File: config.mk
export PLATFORM = sky130hd
export DESIGN_NAME = http_request_header_parser_top_flat
export DESIGN_NICKNAME = d
export VERILOG_FILES = /design/src/hrhp_pkg.sv /design/src/hrhp_req_if.sv /design/src/hrhp_rsp_if.sv /design/src/http_request_header_parser_top.sv /design/src/hrhp_parser.sv /design/src/hrhp_verdict.sv /design/src/flat_wrapper.sv
export SDC_FILE = /design/constraint.sdc
export NUM_CORES = 1
export LEC_CHECK = 0
export ABC_AREA = 1
export BUFFER_PORTS_ARGS = -buffer_cell sky130_fd_sc_hd__buf_2
export CAP_MARGIN = 15
export CELL_PAD_IN_SITES_DETAIL_PLACEMENT = 0
export CELL_PAD_IN_SITES_GLOBAL_PLACEMENT = 2
export CORE_MARGIN = 2
export CORE_UTILIZATION = 37
export DETAILED_ROUTE_END_ITERATION = 7
export GPL_TIMING_DRIVEN = 0
export PLACE_DENSITY_LB_ADDON = 0.1
export SLEW_MARGIN = 20
export SYNTH_ARGS = -nofsm -noshare
export SYNTH_HDL_FRONTEND = slang
export SYNTH_SLANG_ARGS = --single-unit
File: constraint.sdc
create_clock -name clock -period 5.5 [get_ports clock]
set_input_delay 0.275 -clock clock [delete_from_list [all_inputs] [get_ports clock]]
set_output_delay 0.275 -clock clock [all_outputs]
set_load 0.05 [all_outputs]
File: src/hrhp_pkg.sv
// ----------------------------------------------------------------------------
// HTTP request header parser package
// Shared constants, result codes, text helpers and the verdict snapshot type.
// ----------------------------------------------------------------------------
package hrhp_pkg;

   // Bytes past BUFFER_CAP (65535) are ignored; only their last flag counts.
   localparam int MAX_BUFFER_BYTES = 65536;
   localparam int BUFFER_CAP_INT   = (MAX_BUFFER_BYTES < 65535) ? MAX_BUFFER_BYTES : 65535;
   localparam int POS_W            = 16;
   localparam logic [POS_W-1:0] BUFFER_CAP = POS_W'(BUFFER_CAP_INT);

   // Default width of the decimal length accumulator.
   localparam int DEFAULT_LENGTH_BITS = 32;

   // Result codes.
   localparam logic [1:0] STATUS_INCOMPLETE = 2'd0;
   localparam logic [1:0] STATUS_MALFORMED  = 2'd1;
   localparam logic [1:0] STATUS_COMPLETE   = 2'd2;

   localparam logic [1:0] ROUTE_OTHER = 2'd0;
   localparam logic [1:0] ROUTE_READY = 2'd1;
   localparam logic [1:0] ROUTE_FRAUD = 2'd2;

   // Fixed texts, right aligned in a wide vector.
   localparam int TEXT_W = 256;
   localparam logic [TEXT_W-1:0] GET_LINE     = TEXT_W'("GET /ready HTTP/1.1");
   localparam int                GET_LEN      = 19;
   localparam logic [TEXT_W-1:0] POST_LINE    = TEXT_W'("POST /fraud-score HTTP/1.1");
   localparam int                POST_LEN     = 26;
   localparam logic [TEXT_W-1:0] VERSION_TAG  = TEXT_W'("HTTP/1.1");
   localparam int                VERSION_LEN  = 8;
   localparam logic [TEXT_W-1:0] CL_NAME      = TEXT_W'("content-length:");
   localparam int                CL_LEN       = 15;
   localparam logic [TEXT_W-1:0] CONN_NAME    = TEXT_W'("connection:");
   localparam int                CONN_LEN     = 11;
   localparam logic [TEXT_W-1:0] CLOSE_WORD   = TEXT_W'("close");
   localparam int                CLOSE_LEN    = 5;

   localparam logic [7:0] CH_CR    = 8'h0D;
   localparam logic [7:0] CH_LF    = 8'h0A;
   localparam logic [7:0] CH_SPACE = 8'h20;
   localparam logic [7:0] CH_TAB   = 8'h09;

   // Everything the verdict stage needs, captured on the last byte of a buffer.
   typedef struct packed {
      logic             body_phase;
      logic             error;
      logic [1:0]       route;
      logic             persist;
      logic [POS_W-1:0] body_start;
      logic [POS_W-1:0] byte_count;
   } verdict_snap_type;

   // Character at position idx of a right-aligned text of length len.
   function automatic logic [7:0] hrhp_text_char(input logic [TEXT_W-1:0] text,
                                                 input int len,
                                                 input logic [4:0] idx);
      logic [7:0] ch;
      ch = 8'h00;
      if (int'(idx) < len) begin
         ch = text[8*(len-1-int'(idx)) +: 8];
      end
      return ch;
   endfunction

endpackage

File: src/hrhp_req_if.sv
// ----------------------------------------------------------------------------
// Request byte channel
// Valid/ready channel carrying one buffer byte and its last flag per word.
// ----------------------------------------------------------------------------
interface hrhp_req_if;
   logic       valid;
   logic       ready;
   logic [7:0] data_byte;
   logic       last_byte;

   modport source (output valid, output data_byte, output last_byte, input ready);
   modport sink   (input valid, input data_byte, input last_byte, output ready);
endinterface

File: src/hrhp_rsp_if.sv
// ----------------------------------------------------------------------------
// Verdict channel
// Valid/ready channel carrying one parse verdict per word.
// ----------------------------------------------------------------------------
interface hrhp_rsp_if;
   logic        valid;
   logic        ready;
   logic [1:0]  status;
   logic [1:0]  route;
   logic        conn_persist;
   logic [31:0] body_bytes;
   logic [15:0] body_offset;
   logic [32:0] need_bytes;

   modport source (output valid, output status, output route, output conn_persist,
                   output body_bytes, output body_offset, output need_bytes,
                   input ready);
   modport sink   (input valid, input status, input route, input conn_persist,
                   input body_bytes, input body_offset, input need_bytes,
                   output ready);
endinterface

File: src/http_request_header_parser_top.sv
// ----------------------------------------------------------------------------
// HTTP request header parser, top level
// Verdicts pass the snapshot register, then the output register that drives valid.
// Throughput: one buffer byte per cycle when not stalled (single-pass state update).
// The request side stalls only while both verdict stages are full and rsp_chan waits.
// Reset is synchronous and active high; it clears the parser and both verdict stages.
// The parser state also returns to its reset values after every last byte.
// ----------------------------------------------------------------------------
//
// Structure
//   hrhp_parser  - per-byte state machine. Each accepted word updates the line
//                  scanner, the request line matcher, the header name matcher
//                  and the Content-Length / Connection value machines. A CR is
//                  held back one byte so that CR LF can end a line; a CR that
//                  is not followed by LF is then fed as content ahead of the
//                  current byte.
//   hrhp_verdict - takes a snapshot of the parse on the last word, forms the
//                  status and the lengths from it and keeps the result word in
//                  the output register.
//
// The snapshot register acts as a skid stage between the two sides: the
// parser keeps taking bytes of the next buffer while a verdict waits to be
// taken. Bytes beyond the buffer limit in the package are ignored, but their
// last flag still produces a verdict on the truncated buffer.
module http_request_header_parser_top
   import hrhp_pkg::*;
#(
   parameter int LENGTH_BITS = DEFAULT_LENGTH_BITS
) (
   input logic        clock,
   input logic        reset,
   hrhp_req_if.sink   req_chan,
   hrhp_rsp_if.source rsp_chan
);

   logic                   snap_free;
   logic                   snap_load;
   verdict_snap_type       snap;
   logic [LENGTH_BITS-1:0] snap_length;

   // Byte-level parsing of the request line and header lines.
   hrhp_parser #(
      .LENGTH_BITS (LENGTH_BITS)
   ) u_parser (
      .clock       (clock),
      .reset       (reset),
      .req_chan    (req_chan),
      .snap_free   (snap_free),
      .snap_load   (snap_load),
      .snap        (snap),
      .snap_length (snap_length)
   );

   // Verdict formation and the result register.
   hrhp_verdict #(
      .LENGTH_BITS (LENGTH_BITS)
   ) u_verdict (
      .clock       (clock),
      .reset       (reset),
      .snap_load   (snap_load),
      .snap        (snap),
      .snap_length (snap_length),
      .snap_free   (snap_free),
      .rsp_chan    (rsp_chan)
   );

endmodule

File: src/hrhp_parser.sv
// ----------------------------------------------------------------------------
// HTTP request header parser: byte state machine
// Updates the line and header state for each accepted byte and hands a
// snapshot of the parse to the verdict stage on the last byte.
// ----------------------------------------------------------------------------
module hrhp_parser
   import hrhp_pkg::*;
#(
   parameter int LENGTH_BITS = DEFAULT_LENGTH_BITS
) (
   input  logic                   clock,
   input  logic                   reset,
   hrhp_req_if.sink               req_chan,
   input  logic                   snap_free,
   output logic                   snap_load,
   output verdict_snap_type       snap,
   output logic [LENGTH_BITS-1:0] snap_length
);

   typedef enum logic [1:0] {PH_REQUEST, PH_HEADER, PH_BODY} phase_type;

   localparam int GW = LENGTH_BITS + 4;

   localparam logic [2:0] LEN_IDLE   = 3'd0;
   localparam logic [2:0] LEN_DIGITS = 3'd1;
   localparam logic [2:0] LEN_BAD    = 3'd2;
   localparam logic [2:0] CONN_IDLE  = 3'd0;
   localparam logic [2:0] CONN_DONE  = 3'd5;
   localparam logic [2:0] CONN_BAD   = 3'd6;

   localparam logic [3:0] TAIL_DONE   = 4'd8;
   localparam logic [3:0] TAIL_FAILED = 4'd15;
   localparam logic [4:0] LINE_SAT    = 5'd31;

   typedef struct packed {
      logic [4:0]             line_pos;
      logic                   get_alive;
      logic                   post_alive;
      logic [1:0]             spaces;
      logic [3:0]             tail;
      logic                   cl_alive;
      logic                   conn_alive;
      logic                   in_len;
      logic                   in_conn;
      logic [2:0]             sub;
      logic [LENGTH_BITS-1:0] acc;
   } feed_state_type;

   // One content byte of a line, request line or header line.
   function automatic feed_state_type feed_byte(input feed_state_type s,
                                                input logic is_request,
                                                input logic [7:0] c);
      feed_state_type n;
      logic [7:0]     lc;
      logic           digit;
      logic           blank;
      logic [GW-1:0]  grown;
      n     = s;
      lc    = (c >= "A" && c <= "Z") ? (c | 8'h20) : c;
      digit = (c >= "0") && (c <= "9");
      blank = (c == CH_SPACE) || (c == CH_TAB);
      grown = {1'b0, s.acc, 3'b000} + {3'b000, s.acc, 1'b0} + GW'(c[3:0]);
      if (is_request) begin
         if (s.line_pos >= 5'(GET_LEN) || c != hrhp_text_char(GET_LINE, GET_LEN, s.line_pos))
            n.get_alive = 1'b0;
         if (s.line_pos >= 5'(POST_LEN) ||
             c != hrhp_text_char(POST_LINE, POST_LEN, s.line_pos))
            n.post_alive = 1'b0;
         if (c == CH_SPACE) begin
            if (s.spaces != 2'd3) n.spaces = s.spaces + 2'd1;
            if (n.spaces == 2'd2) n.tail = 4'd0;
         end else if (s.spaces == 2'd2) begin
            n.tail = (s.tail < TAIL_DONE &&
                      c == hrhp_text_char(VERSION_TAG, VERSION_LEN, 5'(s.tail)))
                     ? s.tail + 4'd1 : TAIL_FAILED;
         end
      end else if (s.in_len) begin
         case (s.sub)
            LEN_IDLE: begin
               if (!blank) begin
                  if (digit) begin
                     n.acc = LENGTH_BITS'(c[3:0]);
                     n.sub = LEN_DIGITS;
                  end else begin
                     n.sub = LEN_BAD;
                  end
               end
            end
            LEN_DIGITS: begin
               // The value may not pass 2^LENGTH_BITS - 1.
               if (!digit || grown[GW-1:LENGTH_BITS] != 4'd0) n.sub = LEN_BAD;
               else n.acc = grown[LENGTH_BITS-1:0];
            end
            default: n.sub = s.sub;
         endcase
      end else if (s.in_conn) begin
         if (s.sub == CONN_IDLE) begin
            if (!blank) n.sub = (lc == "c") ? 3'd1 : CONN_BAD;
         end else if (s.sub >= 3'd1 && s.sub <= 3'd4) begin
            n.sub = (lc == hrhp_text_char(CLOSE_WORD, CLOSE_LEN, 5'(s.sub)))
                    ? s.sub + 3'd1 : CONN_BAD;
         end else begin
            n.sub = CONN_BAD;
         end
      end else begin
         if (s.cl_alive && !(s.line_pos < 5'(CL_LEN) &&
                             lc == hrhp_text_char(CL_NAME, CL_LEN, s.line_pos)))
            n.cl_alive = 1'b0;
         if (s.conn_alive && !(s.line_pos < 5'(CONN_LEN) &&
                               lc == hrhp_text_char(CONN_NAME, CONN_LEN, s.line_pos)))
            n.conn_alive = 1'b0;
         if (n.cl_alive && s.line_pos == 5'(CL_LEN - 1)) begin
            n.cl_alive   = 1'b0;
            n.conn_alive = 1'b0;
            n.in_len     = 1'b1;
         end else if (n.conn_alive && s.line_pos == 5'(CONN_LEN - 1)) begin
            n.cl_alive   = 1'b0;
            n.conn_alive = 1'b0;
            n.in_conn    = 1'b1;
         end
      end
      if (s.line_pos != LINE_SAT) n.line_pos = s.line_pos + 5'd1;
      return n;
   endfunction

   function automatic feed_state_type start_line(input feed_state_type s);
      feed_state_type n;
      n            = s;
      n.line_pos   = 5'd0;
      n.cl_alive   = 1'b1;
      n.conn_alive = 1'b1;
      n.in_len     = 1'b0;
      n.in_conn    = 1'b0;
      n.sub        = 3'd0;
      n.acc        = '0;
      return n;
   endfunction

   phase_type              phase_ff, phase_in;
   feed_state_type         fs_ff, fs_in, fs_reset;
   logic [POS_W-1:0]       byte_pos_ff, byte_pos_in;
   logic                   prev_cr_ff, prev_cr_in;
   logic [LENGTH_BITS-1:0] length_ff, length_in;
   logic                   persist_ff, persist_in;
   logic                   error_ff, error_in;
   logic [1:0]             route_ff, route_in;
   logic                   seen_ff, seen_in;
   logic [POS_W-1:0]       body_start_ff, body_start_in;
   logic                   accept;
   logic                   is_request;
   feed_state_type         fed;
   logic [7:0]             c;

   assign req_chan.ready = snap_free;
   assign accept         = req_chan.valid && snap_free;
   assign c              = req_chan.data_byte;
   assign is_request     = (phase_ff == PH_REQUEST);

   always_comb begin
      fs_reset            = start_line('0);
      fs_reset.get_alive  = 1'b1;
      fs_reset.post_alive = 1'b1;
   end

   always_comb begin
      phase_in      = phase_ff;
      fs_in         = fs_ff;
      byte_pos_in   = byte_pos_ff;
      prev_cr_in    = prev_cr_ff;
      length_in     = length_ff;
      persist_in    = persist_ff;
      error_in      = error_ff;
      route_in      = route_ff;
      seen_in       = seen_ff;
      body_start_in = body_start_ff;
      fed           = fs_ff;
      if (accept && byte_pos_ff < BUFFER_CAP) begin
         if (phase_ff != PH_BODY) begin
            if (prev_cr_ff && c == CH_LF) begin
               if (phase_ff == PH_REQUEST) begin
                  if (fs_ff.get_alive && fs_ff.line_pos == 5'(GET_LEN))
                     route_in = ROUTE_READY;
                  else if (fs_ff.post_alive && fs_ff.line_pos == 5'(POST_LEN))
                     route_in = ROUTE_FRAUD;
                  else if (fs_ff.spaces == 2'd2 && fs_ff.tail == TAIL_DONE)
                     route_in = ROUTE_OTHER;
                  else
                     error_in = 1'b1;
                  phase_in = PH_HEADER;
                  fs_in    = start_line(fs_ff);
               end else if (fs_ff.line_pos == 5'd0) begin
                  // Blank line ends the header; a request with no header lines is bad.
                  if (!seen_ff) error_in = 1'b1;
                  body_start_in = byte_pos_ff + 16'd1;
                  phase_in      = PH_BODY;
               end else begin
                  if (fs_ff.in_len) begin
                     if (fs_ff.sub == LEN_BAD) error_in = 1'b1;
                     else length_in = fs_ff.acc;
                  end else if (fs_ff.in_conn) begin
                     if (fs_ff.sub == CONN_DONE) persist_in = 1'b0;
                  end
                  seen_in = 1'b1;
                  fs_in   = start_line(fs_ff);
               end
            end else begin
               // A CR held back from the previous byte turns out to be content.
               if (prev_cr_ff) fed = feed_byte(fed, is_request, CH_CR);
               if (c != CH_CR) fed = feed_byte(fed, is_request, c);
               fs_in = fed;
            end
         end
         prev_cr_in  = (c == CH_CR);
         byte_pos_in = byte_pos_ff + 16'd1;
      end
   end

   assign snap_load             = accept && req_chan.last_byte;
   assign snap.body_phase       = (phase_in == PH_BODY);
   assign snap.error            = error_in;
   assign snap.route            = route_in;
   assign snap.persist          = persist_in;
   assign snap.body_start       = body_start_in;
   assign snap.byte_count       = byte_pos_in;
   assign snap_length           = length_in;

   always_ff @(posedge clock) begin
      if (reset || snap_load) begin
         phase_ff      <= PH_REQUEST;
         fs_ff         <= fs_reset;
         byte_pos_ff   <= '0;
         prev_cr_ff    <= 1'b0;
         length_ff     <= '0;
         persist_ff    <= 1'b1;
         error_ff      <= 1'b0;
         route_ff      <= ROUTE_OTHER;
         seen_ff       <= 1'b0;
         body_start_ff <= '0;
      end else begin
         phase_ff      <= phase_in;
         fs_ff         <= fs_in;
         byte_pos_ff   <= byte_pos_in;
         prev_cr_ff    <= prev_cr_in;
         length_ff     <= length_in;
         persist_ff    <= persist_in;
         error_ff      <= error_in;
         route_ff      <= route_in;
         seen_ff       <= seen_in;
         body_start_ff <= body_start_in;
      end
   end

   // The body offset is only known once the blank line has been seen.
   a_body_start_zero: assert property (@(posedge clock) disable iff (reset)
      phase_ff != PH_BODY |-> body_start_ff == '0)
      else $error("body start set before the blank line");

   // A clean entry into the body needs at least one header line.
   a_body_needs_header: assert property (@(posedge clock) disable iff (reset)
      (phase_ff == PH_BODY && !error_ff) |-> seen_ff)
      else $error("body reached without header lines and without error");

endmodule

File: src/hrhp_verdict.sv
// ----------------------------------------------------------------------------
// HTTP request header parser: verdict stage
// Holds the snapshot of a finished buffer, forms the result word and keeps
// it in the output register until it is taken.
// ----------------------------------------------------------------------------
module hrhp_verdict
   import hrhp_pkg::*;
#(
   parameter int LENGTH_BITS = DEFAULT_LENGTH_BITS
) (
   input  logic                   clock,
   input  logic                   reset,
   input  logic                   snap_load,
   input  verdict_snap_type       snap,
   input  logic [LENGTH_BITS-1:0] snap_length,
   output logic                   snap_free,
   hrhp_rsp_if.source             rsp_chan
);

   localparam int SUM_W = ((LENGTH_BITS > 32) ? LENGTH_BITS : 32) + 1;

   logic                   snap_valid_ff, snap_valid_in;
   verdict_snap_type       snap_ff;
   logic [LENGTH_BITS-1:0] snap_length_ff;
   logic                   out_valid_ff, out_valid_in;
   logic [1:0]             out_status_ff, out_status_in;
   logic [1:0]             out_route_ff, out_route_in;
   logic                   out_ka_ff, out_ka_in;
   logic [31:0]            out_length_ff, out_length_in;
   logic [15:0]            out_body_ff, out_body_in;
   logic [32:0]            out_total_ff, out_total_in;
   logic                   move;
   logic [SUM_W-1:0]       length_wide;
   logic [SUM_W-1:0]       total_wide;

   assign move          = !out_valid_ff || rsp_chan.ready;
   assign snap_free     = !snap_valid_ff || move;
   assign snap_valid_in = snap_load ? 1'b1 : (move ? 1'b0 : snap_valid_ff);
   assign out_valid_in  = move ? snap_valid_ff : out_valid_ff;

   assign length_wide = SUM_W'(snap_length_ff);
   assign total_wide  = length_wide + SUM_W'(snap_ff.body_start);

   always_comb begin
      out_status_in = STATUS_INCOMPLETE;
      out_route_in  = ROUTE_OTHER;
      out_ka_in     = 1'b0;
      out_length_in = '0;
      out_body_in   = '0;
      out_total_in  = '0;
      if (snap_ff.body_phase) begin
         if (snap_ff.error) begin
            out_status_in = STATUS_MALFORMED;
         end else begin
            out_route_in  = snap_ff.route;
            out_ka_in     = snap_ff.persist;
            out_length_in = length_wide[31:0];
            out_body_in   = snap_ff.body_start;
            out_total_in  = total_wide[32:0];
            out_status_in = (SUM_W'(snap_ff.byte_count) < total_wide)
                            ? STATUS_INCOMPLETE : STATUS_COMPLETE;
         end
      end
   end

   always_ff @(posedge clock) begin
      if (reset) begin
         snap_valid_ff <= 1'b0;
         out_valid_ff  <= 1'b0;
      end else begin
         snap_valid_ff <= snap_valid_in;
         out_valid_ff  <= out_valid_in;
      end
   end

   always_ff @(posedge clock) begin
      if (snap_load) begin
         snap_ff        <= snap;
         snap_length_ff <= snap_length;
      end
      if (move && snap_valid_ff) begin
         out_status_ff <= out_status_in;
         out_route_ff  <= out_route_in;
         out_ka_ff     <= out_ka_in;
         out_length_ff <= out_length_in;
         out_body_ff   <= out_body_in;
         out_total_ff  <= out_total_in;
      end
   end

   assign rsp_chan.valid        = out_valid_ff;
   assign rsp_chan.status       = out_status_ff;
   assign rsp_chan.route        = out_route_ff;
   assign rsp_chan.conn_persist = out_ka_ff;
   assign rsp_chan.body_bytes   = out_length_ff;
   assign rsp_chan.body_offset  = out_body_ff;
   assign rsp_chan.need_bytes   = out_total_ff;

   // A held snapshot is never dropped while the output register is blocked.
   a_snap_kept: assert property (@(posedge clock) disable iff (reset)
      (snap_valid_ff && !move) |=> snap_valid_ff)
      else $error("pending verdict lost");

   // A malformed verdict carries no other information.
   a_malformed_clean: assert property (@(posedge clock) disable iff (reset)
      (out_valid_ff && out_status_ff == STATUS_MALFORMED) |->
      (out_route_ff == ROUTE_OTHER && !out_ka_ff && out_length_ff == '0 &&
       out_body_ff == '0 && out_total_ff == '0))
      else $error("malformed verdict with nonzero fields");

   // A complete request always has a body offset past the blank line.
   a_complete_offset: assert property (@(posedge clock) disable iff (reset)
      (out_valid_ff && out_status_ff == STATUS_COMPLETE) |-> out_body_ff != '0)
      else $error("complete verdict without body offset");

endmodule

File: src/flat_wrapper.sv
// flat-port wrapper written by rule: the top's interface ports become plain ports
module http_request_header_parser_top_flat import hrhp_pkg::*;
#(
   parameter int LENGTH_BITS = DEFAULT_LENGTH_BITS
)
  (clock, reset, req_chan_valid, req_chan_data_byte, req_chan_last_byte, req_chan_ready, rsp_chan_valid, rsp_chan_status, rsp_chan_route, rsp_chan_conn_persist, rsp_chan_body_bytes, rsp_chan_body_offset, rsp_chan_need_bytes, rsp_chan_ready);
  hrhp_req_if req_chan_i ();
  hrhp_rsp_if rsp_chan_i ();
  input logic clock;
  input logic reset;
  input wire logic [$bits(req_chan_i.valid)-1:0] req_chan_valid;
  input wire logic [$bits(req_chan_i.data_byte)-1:0] req_chan_data_byte;
  input wire logic [$bits(req_chan_i.last_byte)-1:0] req_chan_last_byte;
  output wire logic [$bits(req_chan_i.ready)-1:0] req_chan_ready;
  output wire logic [$bits(rsp_chan_i.valid)-1:0] rsp_chan_valid;
  output wire logic [$bits(rsp_chan_i.status)-1:0] rsp_chan_status;
  output wire logic [$bits(rsp_chan_i.route)-1:0] rsp_chan_route;
  output wire logic [$bits(rsp_chan_i.conn_persist)-1:0] rsp_chan_conn_persist;
  output wire logic [$bits(rsp_chan_i.body_bytes)-1:0] rsp_chan_body_bytes;
  output wire logic [$bits(rsp_chan_i.body_offset)-1:0] rsp_chan_body_offset;
  output wire logic [$bits(rsp_chan_i.need_bytes)-1:0] rsp_chan_need_bytes;
  input wire logic [$bits(rsp_chan_i.ready)-1:0] rsp_chan_ready;
  assign req_chan_i.valid = req_chan_valid;
  assign req_chan_i.data_byte = req_chan_data_byte;
  assign req_chan_i.last_byte = req_chan_last_byte;
  assign req_chan_ready = req_chan_i.ready;
  assign rsp_chan_valid = rsp_chan_i.valid;
  assign rsp_chan_status = rsp_chan_i.status;
  assign rsp_chan_route = rsp_chan_i.route;
  assign rsp_chan_conn_persist = rsp_chan_i.conn_persist;
  assign rsp_chan_body_bytes = rsp_chan_i.body_bytes;
  assign rsp_chan_body_offset = rsp_chan_i.body_offset;
  assign rsp_chan_need_bytes = rsp_chan_i.need_bytes;
  assign rsp_chan_i.ready = rsp_chan_ready;
  http_request_header_parser_top #(.LENGTH_BITS(LENGTH_BITS)) u_core (.clock(clock), .reset(reset), .req_chan(req_chan_i), .rsp_chan(rsp_chan_i));
endmodule
# --- Yosys cells after proc, flatten, opt, wreduce, memory -nomap -nowiden ---
# Index checks and enable logic that the tools add are counted.
# Widths: inputs -> output; s select.
op_classes:
  n_reduce_logical: 53
  n_bitwise: 4
  eq_ne: 38
  addsub: 23
  n_lt_le_gt_ge: 32
  shifts: 12
  n_mux: 240
ops:
  columns: ["op", "n"]
  rows:
  - ["$shiftx 256x9->8 const A", 8]
  - ["$mux 8", 92]
  - ["$shiftx 256x7->8 const A", 2]
  - ["$shiftx 256x8->8 const A", 2]
  - ["$mux 52", 8]
  - ["$mux 32", 10]
  - ["$mux 16", 6]
  - ["$mux 39", 2]
  - ["$mux 1", 64]
  - ["$pmux 32 s2", 1]
  - ["$mux 2", 27]
  - ["$mux 4", 11]
  - ["$mux 3", 14]
  - ["$lt 5x4->1 const B", 8]
  - ["$add 35x33->36", 1]
  - ["$add 36x4->36", 1]
  - ["$mux 35", 1]
  - ["$add 32x16->33", 1]
  - ["$lt 16x33->1", 1]
  - ["$eq 4x8->1 const A", 4]
  - ["$eq 8x8->1", 4]
  - ["$logic_and 1x1->1", 26]
  - ["$eq 8x4->1 const B", 3]
  - ["$sub 4x5->6 const A", 4]
  - ["48 further kinds", 101]
word_totals:
  out_inout_bits: 88
  in_bits: 13
  wordCells: 438
  regBits: 281

# --- Longest topological paths before layout ---
# Gate-level depths: netlist (run 1).
depth:
  ltp_word: 62
  mapped_depth: 26
  ltp_nobuf: 25

# --- By module ---
# A second synthesis (run 1) with hierarchy kept.
unflattened:
  cells_unflattened: 2560
  area_unflattened_um2: 18451.4
by_module_without_submodules:
  columns: ["module", "seq_area_each_um2", "n_inst", "cells_each", "area_each_um2"]
  rows:
  - ["hrhp_parser", 2482.4, 1, 1827, 11044.3]
  - ["hrhp_verdict", 4694.5, 1, 733, 7407.1]

# --- Worst setup path before layout (run 1) ---
# Ideal clock, no wire load.
synth_timing:
  path_kind: "reg-to-reg"
  startpoint: "register u_core.u_verdict.out_valid_ff, in the netlist u_core.u_verdict.rsp_chan.valid"
  endpoint: "register u_core.u_verdict.out_length_ff[0], in the netlist u_core.u_verdict.rsp_chan.body_bytes[0] (enable)"
  slack_ns: 0.199
  setup_time_ns: 0.558
  t_arrival_ns: 4.743
  stages_incl_launch_ff: 2
  n_path_buf: 0
  t_required_ns: 4.942
  cell_sequence: "dfxtp_1 a21oi_1"
synth_between:
  elab_chain_len: 3
synth_rtl:
  columns: ["item", "line_no", "text"]
  rows:
  - ["start: declaration", "hrhp_verdict.sv:25", "logic out_valid_ff, out_valid_in;"]
  - ["start signal: assignment", "hrhp_verdict.sv:72", "out_valid_ff <= out_valid_in;"]
  - ["$logic_not 1->1", "hrhp_verdict.sv:36", "assign move = !out_valid_ff || rsp_chan.ready;"]
  - ["$logic_or 1x1->1", "hrhp_verdict.sv:36", null]
  - ["$logic_and 1x1->1", "hrhp_verdict.sv:81", "if (move && snap_valid_ff) begin"]
  - ["end signal: assignment", "hrhp_verdict.sv:85", "out_length_ff <= out_length_in;"]
  - ["end: declaration", "hrhp_verdict.sv:29", "logic [31:0] out_length_ff, out_length_in;"]
# No other way between the ends.
# A chain may end at the register's enable or synchronous reset.

# --- Worst setup path after layout (run 1) ---
layout_timing:
  startpoint: "register u_core.u_verdict.snap_length_ff[0]"
  endpoint: "register u_core.u_verdict.out_status_ff[1], in the netlist u_core.u_verdict.rsp_chan.status[1] (data pin)"
layout_between:
  elab_chain_len: 3
layout_rtl:
  columns: ["item", "line_no", "text"]
  rows:
  - ["start: declaration", "hrhp_verdict.sv:24", "logic [LENGTH_BITS-1:0] snap_length_ff;"]
  - ["start signal: assignment", "hrhp_verdict.sv:79", "snap_length_ff <= snap_length;"]
  - ["$add 32x16->33", "hrhp_verdict.sv:42", "assign total_wide = length_wide + SUM_W'(snap_ff.body_start);"]
  - ["$lt 16x33->1", "hrhp_verdict.sv:60", "out_status_in = (SUM_W'(snap_ff.byte_count) < total_wide)"]
  - ["$mux 2", "hrhp_verdict.sv:61", "? STATUS_INCOMPLETE : STATUS_COMPLETE;"]
  - ["end signal: assignment", "hrhp_verdict.sv:82", "out_status_ff <= out_status_in;"]
  - ["end: declaration", "hrhp_verdict.sv:26", "logic [1:0] out_status_ff, out_status_in;"]
# No other way between the ends.

==> results of run 1 <==
-- area by class of cell --
| type | instances | share of cell area (%) |
|---|---|---|
| buffer | 64 | 1.61 |
| clock buffer | 39 | 3.89 |
| clock inverter | 18 | 1.04 |
| inverter | 353 | 6.49 |
| multi-input combinational | 1704 | 45.2 |
| sequential | 281 | 34.7 |
| tap | 664 | 4.01 |
| timing repair buffer | 105 | 3.03 |
-- kinds of logic (layout without fill, tap and decap cells) --
| family | Yosys count | in the layout |
|---|---|---|
| buffers and inverters | 417 | 579 |
| DFF | 281 | 281 |
| xor gates and xnor gates | 70 | 70 |
| and+or+nand+nor | 1113 | 1113 |
| AOI/OAI and AO/OA | 404 | 404 |
| adders and majority gates | 117 | 117 |
-- worst max-delay path by stage --
stage,from,endpoint,slack (ps)
final,u_core.u_verdict.snap_length_ff[0],u_core.u_verdict.rsp_chan.status[1],980
after global placement,rsp_chan_ready,u_core.u_verdict.rsp_chan.body_bytes[22],-930
after detailed placement,u_core.u_verdict.snap_length_ff[0],u_core.u_verdict.rsp_chan.status[1],960
after floorplan,u_core.u_verdict.rsp_chan.valid,u_core.u_verdict.rsp_chan.body_bytes[0],200
after global routing,u_core.u_parser.fs_ff[47],u_core.u_parser.fs_ff[38],650
after CTS,u_core.u_verdict.snap_length_ff[0],u_core.u_verdict.rsp_chan.status[1],950
-- per-layer routing --
metal  up-vias  share of wire (%)
li1       8183                  -
met1      7282                 50
met2       293                 44
met3        57                4.0
met4         0                1.6
met5         -                  0
-- synthesized netlist by cell type, types with 33 or more instances --
master      n
nand2_1   520
inv_1     331
nor2_1    284
a21oi_1   184
edfxtp_1  155
nand3_1   134
dfxtp_1   126
ha_1      114
o21ai_0   109
xor2_1     54
or2_2      39
a211oi_1   37
nand4_1    33
-- state kept, by name (all words and copies together) (netlist names), 2 cells and up --
name and flops:
u_core.u_parser.length_ff 32, u_core.u_verdict.snap_ff 37, u_core.u_verdict.rsp_chan.body_bytes 32, u_core.u_parser.fs_ff 52, u_core.u_verdict.snap_length_ff 32, u_core.u_parser.route_ff 2
u_core.u_parser.phase_ff 2, u_core.u_verdict.rsp_chan.body_offset 16, u_core.u_verdict.rsp_chan.need_bytes 33, u_core.u_verdict.rsp_chan.route 2, u_core.u_parser.body_start_ff 16, u_core.u_verdict.rsp_chan.status 2
u_core.u_parser.byte_pos_ff 16
-- timing repair --
action,CTS,global route
endpoints found under the setup margin,0,0
hold buffers,1,0
endpoints found under the hold margin,2,0
-- critical path, cell delays in order, from the launching register on --
cell	delay, ps
edfxtp_1	510
ha_1	270
fa_1	420
a21oi_1	170
o21ai_1	110
nand3_1	80
nand2_1	90
a21boi_0	620
o21a_1	220
o21ai_0	150
xnor2_1	330
ha_1	310
nand2_1	90
nor2_1	70
o21ai_0	140
o211ai_1	150
nand2_1	90
nand2_1	60
a21oi_1	190
nor2_1	80
nand4_1	70
nor2_1	50
-- power groups by stage --
stage,combinational [W],sequential (W),clock [W]
CTS,0.000672,0.00230,0.00215
detailed placement,0.000668,0.00234,0
floorplan,0.000418,0.00240,0
global route,0.000755,0.00230,0.00224
global placement,0.000658,0.00235,0
finish,0.000667,0.00230,0.00209
-- per-stage QoR --
step | utilization (%) | instances | setup TNS, ps
6_report | 42.5 | 3228 | 0
5_1_grt | 42.5 | 3228 | 0
4_1_cts | 42.5 | 3228 | 0
3_5_place_dp | 40.3 | 3170 | 0
3_3_place_gp | 40.0 | 3165 | -78270
2_1_floorplan | - | 2402 | 0
==> flow_summary.json, run 1 <==
{
  "htreeDepth": 1,
  "drive_gt1_share_pct": 12.2,
  "busiest_layer": "met2",
  "muxShareOfSynthArea_pct": 0,
  "ys_seq_area_share_pct": 39.4,
  "r2r-end": "u_core.u_verdict.rsp_chan.status[1]",
  "clk_pin_slew_worst_paths_ps": 60,
  "layout.area.seq_sq_um": 7180,
  "grt_use_total_pct": 21.3,
  "post-route-period-util_pct": 82.2,
  "holdCritStartpoint": "rsp_chan_ready",
  "cp.required_ps": 5830,
  "power_frac_seq_pct": 45.4,
  "synth_seq_cells": 281,
  "fin_ws_ps": 980,
  "io_pins": 101,
  "grt_max_degree": 32,
  "final_hold_viol_count": 0,
  "synth_nets": 2532,
  "cts_resized": 0,
  "syn_inst": 2402,
  "fin_crit_ps": 4520,
  "clock_latency_ps": 580,
  "syn2layout_area_growth_pct": 13.8,
  "grt_use_met3_pct": 2.00,
  "yosys.area_share.simple_pct": 27.1,
  "ctsLongestPathBuffers": 3,
  "port_buffers": 99,
  "reg2regPathDepth": 21,
  "cts.sinks": 281,
  "synth_ff_type": "edfxtp_1",
  "internal_power_w": 0.00369,
  "yosys.area.top_type_share_pct": 25.6,
  "switchingPower_w": 0.00137,
  "fill_cells": 5064,
  "synth_top_family_by_area": "simple AND/OR/NAND/NOR gates",
  "cp.arrival_ps": 4850,
  "grt_pass1_vias": 15449,
  "power_frac_comb_pct": 13.2,
  "wl_per_cell_microns": 16.5,
  "power_density_nw_per_um2": 244,
  "num_vias": 15815,
  "gp_congestion": 0.886,
  "finalMaxSlewViolations": 0,
  "coreArea_sq_um": 48700,
  "synth_cell_types": 65,
  "max_slew_margin_pct": 34.8,
  "p_leak_nw": 9.78,
  "final_antenna_net_count": 0,
  "routed_via_density": 4.90,
  "fin_skew_ps": 20.0,
  "synth_area_leaders": "edfxtp_1, dfxtp_1, nand2_1",
  "synthXorXnorAreaFrac_pct": 3.51,
  "p_clk_share_pct": 41.4,
  "run_status": "finished, final reports clean",
  "start_util_pct": 37.3,
  "p_total_w": 0.00506,
  "grt_util_met2_pct": 34.2,
  "postCtsSetupBuffers": 0,
  "synth_compound_area_share_pct": 12.5,
  "dr.pass1.iters": 6,
  "dpl_cell_area_sq_um": 19700,
  "reg2reg_from": "u_core.u_verdict.snap_length_ff[0]",
  "cap_viol_max_count": 0,
  "synth-edff-count": 155,
  "async_flop_share_pct": 0,
  "multi_input_area_sq_um": 9360,
  "die_w_microns": 226,
  "rsz0062_at_grt": "no",
  "synth_area_leader_cell": "edfxtp_1",
  "nets": 2670,
  "finalInstanceArea_sq_um": 20700,
  "fp.dieH_microns": 226,
  "tightest_slew_ps": 967,
  "hold_path_end": "u_core.u_verdict.rsp_chan.valid",
  "holdWs_ps": 40.1,
  "layout_commonest_cell": "nand2_1",
  "numCtsBuffers": 31,
  "dieArea_sq_um": 51000,
  "avgSynthCellArea_sq_um": 7.57,
  "drt_wl_total_microns": 53300,
  "grt_pass1_wl_microns": 85600,
  "met1_usage_pct": 31.1,
  "critPathMaxFanout": 3,
  "post-route-drc-count": 0,
  "fp-row-count": 81,
  "dpl.hpwl_microns": 42700,
  "cts_tree": "done",
  "setup_viol": 0,
  "diodes": 0,
  "clock-root-buffer": "clkbuf_16",
  "syn_area_sq_um": 18200,
  "peakVddDrop_v": 0.000223,
  "overflow": 0,
  "synth-adder-area-share_pct": 8.17,
  "r2r_slack_ps": 980,
  "mostFrequentLayoutCells": "nand2_1, inv_1, nor2_1",
  "hp-class": "input port to flip-flop",
  "hold_depth": 4,
  "critical_path.startpoint_type": "flip-flop",
  "post-place-ws_ps": 960,
  "critPathKind": "flip-flop to flip-flop",
  "antenna_found_initial": 0,
  "max_freq_ghz": 0.221,
  "worstSetupEndpointType": "flip-flop",
  "yosys_warnings": 0,
  "swShare_pct": 27.0,
  "drt_iter0_drc": 993
}
(Power assumes the default switching activity.)
==> inputs of run 2 (changes only) <==
--- a/config.mk
+++ b/config.mk
@@ -11,7 +11,7 @@
 export CELL_PAD_IN_SITES_DETAIL_PLACEMENT = 0
 export CELL_PAD_IN_SITES_GLOBAL_PLACEMENT = 2
 export CORE_MARGIN = 2
-export CORE_UTILIZATION = 37
+export CORE_UTILIZATION = 33
 export DETAILED_ROUTE_END_ITERATION = 7
 export GPL_TIMING_DRIVEN = 0
 export PLACE_DENSITY_LB_ADDON = 0.1
==> constraint.sdc (replaced) <==
create_clock -name clock -period 3.85 [get_ports clock]
set_input_delay 0.1925 -clock clock [delete_from_list [all_inputs] [get_ports clock]]
set_output_delay 0.1925 -clock clock [all_outputs]
set_load 0.05 [all_outputs]
==> run 2 against run 1 <==
Against the previous run:
- first-iteration DRC count is 6.7% lower
- sequential share of layout area is 0.58 points lower
- critical endpoint unchanged
- largest power group unchanged
- routed wire length is 4.3% higher
- critical path type unchanged
- fmax is 25% higher
- highest routed layer unchanged
- register-to-register slack worse by 750 ps
==> flow_summary.json, run 2 (synthesized netlist as in run 1, its figures left out) <==
{
  "power_frac_seq_pct": 43.8,
  "cts.sinks": 281,
  "clk_pin_slew_worst_paths_ps": 60,
  "cts_tree": "done",
  "run_status": "finished, final reports clean",
  "critical_path.startpoint_type": "flip-flop",
  "start_util_pct": 33.2,
  "htreeDepth": 2,
  "peakVddDrop_v": 0.000213,
  "cp.arrival_ps": 3920,
  "drive_gt1_share_pct": 13.7,
  "hp-class": "input port to flip-flop",
  "mostFrequentLayoutCells": "nand2_1, inv_1, nor2_1",
  "swShare_pct": 26.8,
  "slowest_delay_ps": 530,
  "drt_iter0_drc": 926,
  "grt_use_total_pct": 19.8,
  "regMostFlops": "u_core.u_parser.fs_ff",
  "reg2regPathDepth": 20,
  "final_hold_viol_count": 0,
  "syn2layout_area_growth_pct": 15.8,
  "critPathMaxFanout": 3,
  "tightest_slew_ps": 901,
  "ctsLongestPathBuffers": 3,
  "post-route-period-util_pct": 94.1,
  "fp-row-count": 86,
  "fin_skew_ps": 19.1,
  "largest_reg_flops": 52,
  "port_buffers": 99,
  "cap_viol_max_count": 0,
  "coreArea_sq_um": 54800,
  "clock-root-buffer": "clkbuf_16",
  "holdWs_ps": 152,
  "hold_depth": 6,
  "overflow": 0,
  "grt_pass1_wl_microns": 88300,
  "slowest_stage": "edfxtp_1",
  "dpl.hpwl_microns": 44100,
  "switchingPower_w": 0.00201,
  "diodes": 0,
  "worst-path-buf-inv": 1,
  "path_cells": "ha_2, fa_2, a21oi_2, o21ai_2, nand3_1, nand2_2, a21boi_4, o21a_1, o21ai_2, xnor2_2, ha_1, buf_4, a21oi_1, o211ai_1, nand2_1, nand2_2, a21oi_2, nor2_1, nand4_1, nor2_1",
  "power_density_nw_per_um2": 356,
  "fin_ws_ps": 226,
  "dieArea_sq_um": 57000,
  "worstSetupEndpointType": "flip-flop",
  "reg2reg_from": "u_core.u_verdict.snap_length_ff[0]",
  "cp.required_ps": 4140,
  "grt_pass1_vias": 15649,
  "fp.dieH_microns": 239,
  "fin_crit_ps": 3620,
  "grt_max_degree": 30,
  "finalMaxSlewViolations": 0,
  "num_vias": 15929,
  "critPathTopFamily": "compound AO/OA/AOI/OAI gates",
  "p_clk_share_pct": 42.8,
  "setup_viol": 0,
  "clock_latency_ps": 540,
  "power_frac_comb_pct": 13.5,
  "numCtsBuffers": 34,
  "layout_commonest_cell": "nand2_1",
  "post-place-ws_ps": -617,
  "die_w_microns": 239,
  "post-route-drc-count": 0,
  "critPathKind": "flip-flop to flip-flop",
  "final_antenna_net_count": 0,
  "cp.depth": 20,
  "max_slew_margin_pct": 39.5,
  "gp_congestion": 0.840,
  "io_pins": 101,
  "routed_via_density": 4.85,
  "drt_wl_total_microns": 55600,
  "dr.pass1.iters": 5,
  "nets": 2683,
  "wl_per_cell_microns": 17.0,
  "p_leak_nw": 9.93,
  "max_freq_ghz": 0.276,
  "startpoint": "u_core.u_verdict.snap_length_ff[0]",
  "critical_path.endpoint": "u_core.u_verdict.rsp_chan.status[1]",
  "antenna_found_initial": 2,
  "r2r_slack_ps": 230,
  "r2r-end": "u_core.u_verdict.rsp_chan.status[1]",
  "internal_power_w": 0.00549
}
## run 2: how the worst min path moves through the flow
| stage | startpoint | end | slack [ps] |
|---|---|---|---|
| finish | rsp_chan_ready | u_core.u_verdict.snap_valid_ff | 150 |
| CTS | rsp_chan_ready | u_core.u_verdict.snap_valid_ff | 120 |
| floorplan | reset | u_core.u_verdict.rsp_chan.valid | 260 |
| global placement | reset | u_core.u_verdict.rsp_chan.valid | 370 |
| global route | rsp_chan_ready | u_core.u_verdict.snap_valid_ff | 190 |
| detailed placement | reset | u_core.u_verdict.rsp_chan.valid | 370 |
## run 2: through the flow
| stage | total power (W) | utilization, % | instances | setup TNS [ps] | instance area (sq um) |
|---|---|---|---|---|---|
| 2_1_floorplan | 0.00402 | - | 2402 | 0 | 18200 |
| 3_3_place_gp | 0.00430 | 35.7 | 3205 | -26280 | 19600 |
| 3_5_place_dp | 0.00431 | 36.0 | 3210 | -1880 | 19700 |
| 4_1_cts | 0.00760 | 38.3 | 3280 | -14.8 | 21000 |
| 5_1_grt | 0.00785 | 38.5 | 3282 | -31.2 | 21100 |
| 6_report | 0.00750 | 38.5 | 3282 | 0 | 21100 |
## run 2: power by group through the flow
| stage | Sequential (W) | Clock, W | Combinational, W |
|---|---|---|---|
| after floorplan | 0.00342 | 0 | 0.000597 |
| after global placement | 0.00335 | 0 | 0.000947 |
| after detailed placement | 0.00335 | 0 | 0.000963 |
| after CTS | 0.00328 | 0.00332 | 0.000999 |
| after global routing | 0.00329 | 0.00343 | 0.00114 |
| final | 0.00328 | 0.00321 | 0.00101 |
## run 2: worst register-to-register path, stage by stage (launching register included)
cell	delay (ps)
edfxtp_1	530
ha_2	260
fa_2	360
a21oi_2	160
o21ai_2	80
nand3_1	80
nand2_2	90
a21boi_4	230
o21a_1	200
o21ai_2	100
xnor2_2	160
ha_1	320
buf_4	130
a21oi_1	110
o211ai_1	110
nand2_1	90
nand2_2	60
a21oi_2	130
nor2_1	50
nand4_1	70
nor2_1	50
## run 2: area by class of cell
cell class | instances | area, sq um
Buffer | 63 | 334
Clock buffer | 42 | 942
Clock inverter | 19 | 174
Fill cell | 5788 | 33700
Inverter | 353 | 1340
Multi-Input combinational cell | 1704 | 9490
Sequential cell | 281 | 7180
Tap cell | 704 | 881
Timing Repair Buffer | 116 | 713
## run 2: timing repair
item / in CTS / in global routing
endpoints found under the hold margin: 2 / 0
pin swaps: 3 / 8
setup buffers: 8 / 2
hold buffers: 2 / 0
resized for setup: 15 / 24
setup endpoints to repair: 15 / 39
## run 2: metal layers
layer	GRT usage (%)	routed length [microns]
met3	2.51	2250
met5	0	0
met1	28.5	27800
met2	31.1	24100
met4	5.70	1560
==> inputs of run 3 (changes only) <==
--- a/config.mk
+++ b/config.mk
@@ -11,10 +11,10 @@
 export CELL_PAD_IN_SITES_DETAIL_PLACEMENT = 0
 export CELL_PAD_IN_SITES_GLOBAL_PLACEMENT = 2
 export CORE_MARGIN = 2
-export CORE_UTILIZATION = 33
+export CORE_UTILIZATION = 29
 export DETAILED_ROUTE_END_ITERATION = 7
 export GPL_TIMING_DRIVEN = 0
-export PLACE_DENSITY_LB_ADDON = 0.1
+export PLACE_DENSITY = 0.67
 export SLEW_MARGIN = 20
 export SYNTH_ARGS = -nofsm -noshare
 export SYNTH_HDL_FRONTEND = slang
==> run 3 against run 2 <==
Against the previous run:
- power grew 2.5%
- worst setup slack gained 7.6 ps
- via count shrank 0.32%
- routed wire length grew 2.9%
==> flow_summary.json, run 3 (synthesized netlist as in run 1, its figures left out) <==
{
  "cp.required_ps": 4200,
  "max_slew_margin_pct": 44.6,
  "gp_congestion": 0.828,
  "fin_crit_ps": 3620,
  "dr.pass1.iters": 5,
  "grt_pass1_wl_microns": 88600,
  "ctsLongestPathBuffers": 3,
  "power_density_nw_per_um2": 361,
  "max_freq_ghz": 0.277,
  "switchingPower_w": 0.00204,
  "grt_use_total_pct": 17.6,
  "post-route-period-util_pct": 93.9,
  "dpl.hpwl_microns": 46000,
  "port_buffers": 99,
  "cap_viol_max_count": 0,
  "tns_ps": 0,
  "fp.dieH_microns": 254,
  "clk_pin_slew_worst_paths_ps": 60,
  "largest_reg_flops": 52,
  "p_clk_share_pct": 44.2,
  "grt_max_degree": 29,
  "r2r_slack_ps": 230,
  "overflow": 0,
  "critPathMaxFanout": 3,
  "syn2layout_area_growth_pct": 17.0,
  "start_util_pct": 29.4,
  "peakVddDrop_v": 0.000349,
  "p_total_w": 0.00769,
  "numCtsBuffers": 31,
  "power_frac_comb_pct": 13.1,
  "drive_gt1_share_pct": 13.6,
  "p_leak_nw": 9.94,
  "antenna_found_initial": 0,
  "post-route-drc-count": 0,
  "io_pins": 101,
  "cts.sinks": 281,
  "run_status": "finished, final reports clean",
  "clock-root-buffer": "clkbuf_16",
  "fp-row-count": 91,
  "grt_pass1_vias": 15586,
  "setup_viol": 0,
  "drt_iter0_drc": 850,
  "dpl_cell_area_sq_um": 19900,
  "clock_latency_ps": 590,
  "finalMaxSlewViolations": 0,
  "routed_via_density": 4.65,
  "fin_skew_ps": 10.4,
  "finalInstanceArea_sq_um": 21300,
  "critPathKind": "flip-flop to flip-flop",
  "regMostFlops": "u_core.u_parser.fs_ff",
  "internal_power_w": 0.00565,
  "critical_path.startpoint_type": "flip-flop",
  "num_vias": 15878,
  "tightest_slew_ps": 832,
  "worstSetupEndpointType": "flip-flop",
  "htreeDepth": 1,
  "cts_tree": "done",
  "wl_per_cell_microns": 16.8,
  "power_frac_seq_pct": 42.7,
  "mostFrequentLayoutCells": "nand2_1, inv_1, nor2_1",
  "layout_commonest_cell": "nand2_1",
  "final_hold_viol_count": 0,
  "coreArea_sq_um": 61800,
  "final_antenna_net_count": 0,
  "swShare_pct": 26.5,
  "nets": 2681,
  "die_w_microns": 254,
  "dieArea_sq_um": 64800,
  "diodes": 0,
  "drt_wl_total_microns": 57200,
  "cp.arrival_ps": 3970,
  "hp-class": "input port to flip-flop"
}
## run 3: changes by cell type in the layout (fill, tap and decap cells not counted), moves of 3 or more
cell and delta:
clkinv_2 -3, bufinv_16 +6, clkbuf_8 -3, clkbuf_16 -4
## run 3: area by class of cell
type | instances | area, sq um
Multi-Input combinational cell | 1704 | 9470
Fill cell | 6549 | 40500
Clock buffer | 35 | 801
Inverter | 353 | 1340
Buffer | 63 | 334
Clock inverter | 23 | 372
Tap cell | 837 | 1050
Timing Repair Buffer | 117 | 741
Sequential cell | 281 | 7180
## run 3: worst max-delay path: stages (launching register included)
cell and delay, ps:
edfxtp_1 510, ha_2 240, fa_2 370, a21oi_2 140
o21ai_1 110, nand3_1 100, nand2_2 100, a21boi_4 220
o21a_1 170, o21ai_1 120, xnor2_1 230, ha_1 290
nand2_1 90, nor2_1 50, o21ai_0 60, o211ai_1 130
nand2_1 80, nand2_1 60, a21oi_2 140, nor2_1 60
nand4_1 70, nor2_1 40
## run 3: stage by stage
stage,hold slack [ps],setup WS [ps],instances,utilization (%)
2_1_floorplan,262,409,2402,-
3_3_place_gp,372,-523,3338,31.9
3_5_place_dp,372,-476,3344,32.2
4_1_cts,69.3,14.2,3411,34.3
5_1_grt,113,-4.29,3413,34.4
6_report,99.6,233,3413,34.4
## run 3: final timing paths
check / startpoint / endpoint / cells after the start
setup reg to reg: u_core.u_verdict.snap_length_ff[0] / u_core.u_verdict.rsp_chan.status[1] / 21
hold / removal: rsp_chan_ready / u_core.u_verdict.rsp_chan.need_bytes[1] / 3
hold reg to reg: u_core.u_parser.error_ff / u_core.u_parser.error_ff / 2
setup / recovery: u_core.u_verdict.snap_length_ff[0] / u_core.u_verdict.rsp_chan.status[1] / 21
## run 3: what timing repair did
| item | in CTS | in global routing |
|---|---|---|
| gates cloned | 0 | 0 |
| hold endpoints to repair | 2 | 0 |
| pin swaps | 2 | 4 |
| gates resized for setup | 11 | 23 |
| hold buffers | 2 | 0 |
| setup buffers | 8 | 2 |
| setup endpoints to repair | 36 | 39 |
## run 3: power by group through the flow
| stage | Combinational (W) | Clock (W) | Sequential (W) |
|---|---|---|---|
| final | 0.00101 | 0.00340 | 0.00328 |
| after global routing | 0.00113 | 0.00362 | 0.00329 |
| after CTS | 0.00101 | 0.00351 | 0.00328 |
| after detailed placement | 0.000976 | 0 | 0.00335 |
| after global placement | 0.000958 | 0 | 0.00336 |
| after floorplan | 0.000597 | 0 | 0.00342 |
## run 3: per-layer routing
| metal | part of all wire, % | vias up | track usage (%) |
|---|---|---|---|
| li1 | - | 8214 | - |
| met1 | 50 | 7346 | 25.6 |
| met2 | 45 | 271 | 28.5 |
| met3 | 3.2 | 47 | 1.40 |
| met4 | 1.6 | 0 | 3.75 |
| met5 | 0 | - | 0 |
